### src/hw/rtl/fvad_pkg.sv
// Shared types and constants for the frame voice activity detector.
// Holds the register map, the state codes and the configuration bundle.
// Has no dependencies.
`default_nettype none

package fvad_pkg;

  localparam int unsigned NUM_REGS  = 7;
  localparam int unsigned IDX_W     = 3;
  localparam int unsigned DATA_W    = 16;
  localparam int unsigned LEVEL_W   = 18;
  localparam int unsigned PROD_W    = 24;

  // Register indexes.
  localparam logic [IDX_W-1:0] REG_FLOOR_OFFSET    = 3'd0;
  localparam logic [IDX_W-1:0] REG_ACTIVATE_OFFSET = 3'd1;
  localparam logic [IDX_W-1:0] REG_HOLD_MARGIN     = 3'd2;
  localparam logic [IDX_W-1:0] REG_ZCR_LIMIT       = 3'd3;
  localparam logic [IDX_W-1:0] REG_FRAME_MS        = 3'd4;
  localparam logic [IDX_W-1:0] REG_VOICE_HOLD_MS   = 3'd5;
  localparam logic [IDX_W-1:0] REG_SILENCE_HOLD_MS = 3'd6;

  // State codes as seen on the output.
  localparam logic [2:0] MODE_INIT     = 3'd0;
  localparam logic [2:0] MODE_QUIET    = 3'd1;
  localparam logic [2:0] MODE_ONSET    = 3'd2;
  localparam logic [2:0] MODE_SPEECH   = 3'd3;
  localparam logic [2:0] MODE_HANGOVER = 3'd4;

  typedef struct packed {
    logic signed [15:0] floor_offset;
    logic signed [15:0] activate_offset;
    logic signed [15:0] hold_margin;
    logic [15:0]        zcr_limit;
    logic [7:0]         frame_ms;
    logic [15:0]        voice_hold_ms;
    logic [15:0]        silence_hold_ms;
  } cfg_t;

endpackage

`default_nettype wire

### src/hw/rtl/fvad_cfg_regs.sv
// Configuration register file of the voice activity detector.
// Depends on fvad_pkg for the register map and the cfg_t bundle.
`default_nettype none

module fvad_cfg_regs (
  input  wire logic                      clk,
  input  wire logic                      rst,
  input  wire logic                      cfg_we,
  input  wire logic [fvad_pkg::IDX_W-1:0]  cfg_index,
  input  wire logic [fvad_pkg::DATA_W-1:0] cfg_data,
  output fvad_pkg::cfg_t                 cfg
);
  import fvad_pkg::*;

  always_ff @(posedge clk) begin
    if (rst) begin
      cfg.floor_offset    <= 16'sd1280;
      cfg.activate_offset <= 16'sd1280;
      cfg.hold_margin     <= 16'sd512;
      cfg.zcr_limit       <= 16'd0;
      cfg.frame_ms        <= 8'd10;
      cfg.voice_hold_ms   <= 16'd50;
      cfg.silence_hold_ms <= 16'd100;
    end else if (cfg_we) begin
      // Writes to an index beyond the map are dropped.
      unique case (cfg_index)
        REG_FLOOR_OFFSET:    cfg.floor_offset    <= cfg_data;
        REG_ACTIVATE_OFFSET: cfg.activate_offset <= cfg_data;
        REG_HOLD_MARGIN:     cfg.hold_margin     <= cfg_data;
        REG_ZCR_LIMIT:       cfg.zcr_limit       <= cfg_data;
        REG_FRAME_MS:        cfg.frame_ms        <= cfg_data[7:0];
        REG_VOICE_HOLD_MS:   cfg.voice_hold_ms   <= cfg_data;
        REG_SILENCE_HOLD_MS: cfg.silence_hold_ms <= cfg_data;
        default: ;
      endcase
    end
  end

endmodule

`default_nettype wire

### src/hw/rtl/fvad_fsm.sv
// Detector state machine: mode, frame counter and noise floor, plus the
// threshold and hold-time decisions. Depends on fvad_pkg.
`default_nettype none

module fvad_fsm (
  input  wire logic               clk,
  input  wire logic               rst,
  input  wire logic               step,
  input  wire logic signed [15:0] power,
  input  wire logic [15:0]        zcr,
  input  wire fvad_pkg::cfg_t     cfg,
  output logic [2:0]              mode_next,
  output logic                    voice_next
);
  import fvad_pkg::*;

  typedef enum logic [2:0] {
    S_INIT          = MODE_INIT,
    S_SILENCE       = MODE_QUIET,
    S_MAYBE_VOICE   = MODE_ONSET,
    S_VOICE         = MODE_SPEECH,
    S_MAYBE_SILENCE = MODE_HANGOVER
  } mode_t;

  mode_t              mode;
  logic [15:0]        frame_count;
  logic signed [15:0] noise_floor;

  mode_t                     mode_sel;
  logic [15:0]               frame_count_next;
  logic signed [15:0]        noise_floor_next;
  logic signed [16:0]        floor_sum;
  logic signed [LEVEL_W-1:0] act_level;
  logic signed [LEVEL_W-1:0] hold_level;
  logic signed [LEVEL_W-1:0] power_ext;
  logic                      zcr_hit;
  logic                      active;
  logic                      keep;
  logic [15:0]               count_inc;
  logic [PROD_W-1:0]         hold_time;

  always_comb begin
    floor_sum  = {power[15], power} + {cfg.floor_offset[15], cfg.floor_offset};
    act_level  = {{2{noise_floor[15]}}, noise_floor}
               + {{2{cfg.activate_offset[15]}}, cfg.activate_offset};
    hold_level = act_level - {{2{cfg.hold_margin[15]}}, cfg.hold_margin};
    power_ext  = {{2{power[15]}}, power};
    zcr_hit    = (cfg.zcr_limit != 16'd0) && (zcr > cfg.zcr_limit);
    active     = (power_ext > act_level) || zcr_hit;
    keep       = (power_ext > hold_level) || zcr_hit;
    count_inc  = (frame_count == 16'hFFFF) ? frame_count : frame_count + 16'd1;
    hold_time  = PROD_W'(count_inc) * PROD_W'(cfg.frame_ms);

    mode_sel         = mode;
    frame_count_next = frame_count;
    noise_floor_next = noise_floor;

    unique case (mode)
      S_INIT: begin
        // The first frame sets the floor, saturated to the 16-bit range.
        if (floor_sum[16] != floor_sum[15]) begin
          noise_floor_next = floor_sum[16] ? 16'sh8000 : 16'sh7FFF;
        end else begin
          noise_floor_next = floor_sum[15:0];
        end
        mode_sel = S_SILENCE;
      end
      S_SILENCE: begin
        if (active) begin
          mode_sel         = S_MAYBE_VOICE;
          frame_count_next = 16'd1;
        end
      end
      S_MAYBE_VOICE: begin
        if (keep) begin
          frame_count_next = count_inc;
          if (hold_time >= PROD_W'(cfg.voice_hold_ms)) mode_sel = S_VOICE;
        end else begin
          mode_sel = S_SILENCE;
        end
      end
      S_VOICE: begin
        if (!keep) begin
          mode_sel         = S_MAYBE_SILENCE;
          frame_count_next = 16'd1;
        end
      end
      S_MAYBE_SILENCE: begin
        if (!keep) begin
          frame_count_next = count_inc;
          if (hold_time >= PROD_W'(cfg.silence_hold_ms)) mode_sel = S_SILENCE;
        end else begin
          mode_sel = S_VOICE;
        end
      end
      default: ;
    endcase

    mode_next  = mode_sel;
    voice_next = (mode_sel == S_VOICE) || (mode_sel == S_MAYBE_SILENCE);
  end

  always_ff @(posedge clk) begin
    if (rst) begin
      mode        <= S_INIT;
      frame_count <= 16'd0;
      noise_floor <= 16'sd0;
    end else if (step) begin
      mode        <= mode_sel;
      frame_count <= frame_count_next;
      noise_floor <= noise_floor_next;
    end
  end

endmodule

`default_nettype wire

### src/hw/rtl/frame_voice_activity_fsm_unit.sv
// Top level of the frame voice activity detector: input register, state
// machine, result register. Depends on fvad_pkg, fvad_cfg_regs, fvad_fsm.
`default_nettype none

// One word per audio frame (power in dB Q7.8 and zero-crossing rate) goes
// into an input register; once the result register is free the state machine
// updates its mode, frame counter and noise floor and the decision lands in
// the result register. A new word is taken every cycle while the result side
// keeps draining; the state update of the single FSM stage is the only loop.
// Configuration writes take effect on the next edge and belong between
// frames, while the block is idle.
module frame_voice_activity_fsm_unit (
  input  wire logic                        clk,
  input  wire logic                        rst,
  input  wire logic                        cfg_we,
  input  wire logic [fvad_pkg::IDX_W-1:0]  cfg_index,
  input  wire logic [fvad_pkg::DATA_W-1:0] cfg_data,
  input  wire logic                        in_valid,
  output logic                             in_ready,
  input  wire logic signed [15:0]          frame_power,
  input  wire logic [15:0]                 frame_zcr,
  output logic                             out_valid,
  input  wire logic                        out_ready,
  output logic                             is_voice,
  output logic [2:0]                       fsm_state
);
  import fvad_pkg::*;

  cfg_t               cfg;
  logic               s1_valid;
  logic signed [15:0] s1_power;
  logic [15:0]        s1_zcr;
  logic               out_free;
  logic               s1_advance;
  logic [2:0]         mode_next;
  logic               voice_next;

  fvad_cfg_regs u_cfg (
    .clk       (clk),
    .rst       (rst),
    .cfg_we    (cfg_we),
    .cfg_index (cfg_index),
    .cfg_data  (cfg_data),
    .cfg       (cfg)
  );

  fvad_fsm u_fsm (
    .clk        (clk),
    .rst        (rst),
    .step       (s1_advance),
    .power      (s1_power),
    .zcr        (s1_zcr),
    .cfg        (cfg),
    .mode_next  (mode_next),
    .voice_next (voice_next)
  );

  assign out_free   = !out_valid || out_ready;
  assign s1_advance = s1_valid && out_free;
  assign in_ready   = !s1_valid || out_free;

  always_ff @(posedge clk) begin
    if (rst) begin
      s1_valid <= 1'b0;
    end else if (in_ready) begin
      s1_valid <= in_valid;
    end
  end

  always_ff @(posedge clk) begin
    if (in_valid && in_ready) begin
      s1_power <= frame_power;
      s1_zcr   <= frame_zcr;
    end
  end

  always_ff @(posedge clk) begin
    if (rst) begin
      out_valid <= 1'b0;
    end else if (out_free) begin
      out_valid <= s1_valid;
    end
  end

  always_ff @(posedge clk) begin
    if (s1_advance) begin
      is_voice  <= voice_next;
      fsm_state <= mode_next;
    end
  end

  // The voice flag must agree with the reported state.
  a_voice_matches_state: assert property (@(posedge clk) disable iff (rst)
    out_valid |-> (is_voice == ((fsm_state == MODE_SPEECH) ||
                                (fsm_state == MODE_HANGOVER))))
    else $error("is_voice disagrees with fsm_state");

  a_state_in_range: assert property (@(posedge clk) disable iff (rst)
    out_valid |-> (fsm_state <= MODE_HANGOVER))
    else $error("fsm_state holds an unreachable code");

  // A word waiting in the input register must not vanish while stalled.
  a_s1_held: assert property (@(posedge clk) disable iff (rst)
    (s1_valid && !out_free) |=> s1_valid)
    else $error("stalled input word lost");

  a_accept_lands: assert property (@(posedge clk) disable iff (rst)
    (in_valid && in_ready) |=> s1_valid)
    else $error("accepted word not captured");

endmodule

`default_nettype wire
### config.mk
export PLATFORM = sky130hd
export DESIGN_NAME = frame_voice_activity_fsm_unit
export DESIGN_NICKNAME = d
export VERILOG_FILES = /design/src/hw/rtl/fvad_pkg.sv /design/src/hw/rtl/fvad_cfg_regs.sv /design/src/hw/rtl/fvad_fsm.sv /design/src/hw/rtl/frame_voice_activity_fsm_unit.sv
export SDC_FILE = /design/constraint.sdc
export NUM_CORES = 1
export LEC_CHECK = 0
export ABC_AREA = 1
export BUFFER_PORTS_ARGS = -buffer_cell sky130_fd_sc_hd__clkbuf_2
export CELL_PAD_IN_SITES_DETAIL_PLACEMENT = 0
export CELL_PAD_IN_SITES_GLOBAL_PLACEMENT = 1
export CORE_MARGIN = 4
export CORE_UTILIZATION = 40
export DETAILED_ROUTE_END_ITERATION = 8
export GPL_ROUTABILITY_DRIVEN = 0
export PLACE_DENSITY = 0.78
export SETUP_SLACK_MARGIN = 0.02
export SYNTH_ARGS = -nofsm -noshare
export SYNTH_HDL_FRONTEND = slang
export SYNTH_SLANG_ARGS = --single-unit
### constraint.sdc
create_clock -name clk -period 6.4 [get_ports clk]
set_input_delay 1.28 -clock clk [delete_from_list [all_inputs] [get_ports clk]]
set_output_delay 1.28 -clock clk [all_outputs]
set_load 0.05 [all_outputs]
==> run metrics <==
final net count=between 2000 and 3000; Synth Flop Type=dfxtp_1; H-Tree Depth=4; area growth from synthesis to layout=19.50%; number of enable flip-flop cells after synthesis=36; hpwl dp=32740 µm; Final Util=0.4891; filler-free cell count of the finished design=2722; Power Density=approximately 200 nW/µm²; fmax=about 160 MHz; worst hold slack=0.4612 ns; leading post-synthesis cells by cell area=dfxtp_1 (19%), ha_1 (15%), fa_1 (12%); status=finished, final reports clean; die footprint=between 40000 and 50000 µm²; critical path peak fanout=6; worst-margin pin slew=1.125 ns; mux share of post-synthesis cell area=0; largest net degree at the start of global routing=approximately 100; vias in the first global route=approximately 14000; Async SR Flop Fraction=0; post-synth top area cell=dfxtp_1; XOR/XNOR share of the synthesized area=0.03962; synthesized area=15130 µm²; cts hold-fix bufs=0; Die Wd=between 200 and 250 µm; Design Power=between 3 and 4 mW; count leader, synth=inv_1; fillers=roughly 3700; cell area after layout=18080 µm²; Synth Area in Compound Gates=0.1342; worst path required time=roughly 6.6 ns; Pleak=8.917 nW; Cell Rows=70; Initial Utilization=0.4093; die height=between 200 and 250 µm; Core ar.=36960 µm²; All-Layer GR Usage=0.2051; initial antenna violation count=1; DRC viols=0; post-synth cell types=48; clk buf depth=2; Slew headroom=0.2472; largest family of logic cells by synthesized area=adder cells; routed vias/inst=roughly 4.9; post-route setup TNS=0 ns; DR iter-0 viols=629; Adder-Cell Fraction of Synth Area=0.2615; clock root cell=clkbuf_16; Synthesis Warnings=0; startpoint types=flop; post-synthesis simple-gate area fraction=0.2069; register area=3906 µm²; Slew Limit Fails=0; Most Frequent Cell on Critical Path=nand2_2; register area share after synthesis=0.2581; Clock transition at path regs=~0.070 ns; unrepaired setup endpoints after global routing=yes; CTS tree=yes; Antenna Nets Post-Route=0; Routed Wire Length=between 40000 and 50000 µm; final hold viol count=0; MaxCap Viol Count=0; dpl cells=roughly 2700; Post-DP Area=around 17000 µm²; port bufs=61; Seq cells post-synth=177; Setup Viol. Count Final=0; clk sinks=around 180; Final min period=6.349 ns; WS Path Type=flop to flop; share of cells above drive strength 1=0.1691; Mean Syn Cell Area=7.393 µm²; net count after synthesis=2366; multi-input logic area=between 10000 and 15000 µm²; final worst slack=roughly 0.051 ns; Min-Delay Path Class=flop to flop; later-pin clock latency in the skew report=0.46 ns; IO Pins=62; via count=13373; Place WS=-0.09970 ns; Clock Skew=about 0.013 ns; Crit path arrival time=around 6.6 ns; Antenna diodes=0; drt wl/cell=15.20 µm; Mapped Cells=slightly above 2000; critical path endpoint category=flop; grt ovf=0; crit share post-route=0.9921; Slowest-stage cell, CP=fa_1; most common library cells after synthesis=inv_1 (341), nand2_1 (334), nor2_1 (300); largest stage delay on the critical path=0.58 ns; cts bufs inserted=17; drt pass-1 iters=5; first-pass GRT wire length=around 68000 µm; peak supply drop=about 0.2 mV; share of the synthesized area in the top cell type=0.1866
-- layer usage --
| metal | vias to the layer above | share of wire | GRT usage |
|---|---|---|---|
| met5 | - | 0 | 0 |
| met4 | 0 | 0.032 | 0.07274 |
| met3 | 62 | 0.022 | 0.02524 |
| met2 | 163 | 0.51 | 0.3729 |
| met1 | 6274 | 0.44 | 0.2500 |
| li1 | 6874 | - | - |
-- power by group --
group	switching, mW	internal (mW)	leakage, nW	total [mW]
logic	0.805	0.540	7.13	1.35
registers	0.0353	1.20	1.50	1.23
clock network	0.530	0.524	0.290	1.05
total	1.37	2.26	8.92	3.63
-- worst max-delay path: cells and delay by family (launching register included) --
family	cells	cell delay, ns
AOI/OAI and AO/OA	2	0.27
adders and majority gates	7	2.76
buffers and inverters	10	0.74
and+or+nand+nor	20	1.65
DFF	1	0.34
xor gates and xnor gates	2	0.33
-- cell families (layout without fill, tap and decap cells) --
| kind of cell | Yosys count | in the layout |
|---|---|---|
| fa+ha+maj | 264 | 264 |
| simple gates | 760 | 760 |
| compound gates | 384 | 384 |
| flops | 177 | 177 |
| buf+inv | 399 | 571 |
| xor+xnor | 62 | 62 |
-- path summary, 6_finish.rpt --
path | startpoint | endpoint | slack (ns) | cells past startpoint
worst max-delay path | u_fsm.frame_count[0] | is_voice | 0.05 | 41
worst min-delay path | u_cfg.cfg[67] | u_cfg.cfg[67] | 0.46 | 2
worst max register to register | u_fsm.frame_count[0] | is_voice | 0.05 | 41
worst min register to register | u_cfg.cfg[67] | u_cfg.cfg[67] | 0.46 | 2
-- cells in the final DEF, fill, tap and decap left out, types with 11 or more instances in the layout --
cell       instances
clkbuf_16         17
edfxtp_1          36
nor2_2            14
nand2_1          305
nor2_1           280
ha_1             166
a21oi_1          171
nand3_1           47
nand2_2           25
nor3_1            20
ha_4              11
fa_1              83
inv_2             24
buf_4            119
clkbuf_2          61
dfxtp_1          139
xor2_1            39
inv_1            321
nand4_1           19
o21ai_0          133
nand3_2           11
o21ai_1           22
-- repair_timing --
| action | CTS | global route |
|---|---|---|
| setup buffers | 16 | 18 |
| endpoints found under the setup margin | 5 | 23 |
| resized for setup | 66 | 94 |
| pin swaps | 44 | 81 |
-- flip-flops by register name (all words and copies together), names as in the netlist --
name               count
u_fsm.frame_count     16
fsm_state              3
is_voice               1
u_cfg.cfg            104
s1_zcr                16
s1_power              16
s1_valid               1
out_valid              1
u_fsm.mode             3
u_fsm.noise_floor     16
-- layout make-up --
cell class	count	area share
clock buffer	17	0.02353
clock inverter	15	0.008998
inverter	355	0.07441
multi-input combinational	1470	0.5723
sequential	177	0.2161
tap	504	0.03489
timing repair buffer	184	0.06977
Note: power is estimated with default switching activity, not from simulation.
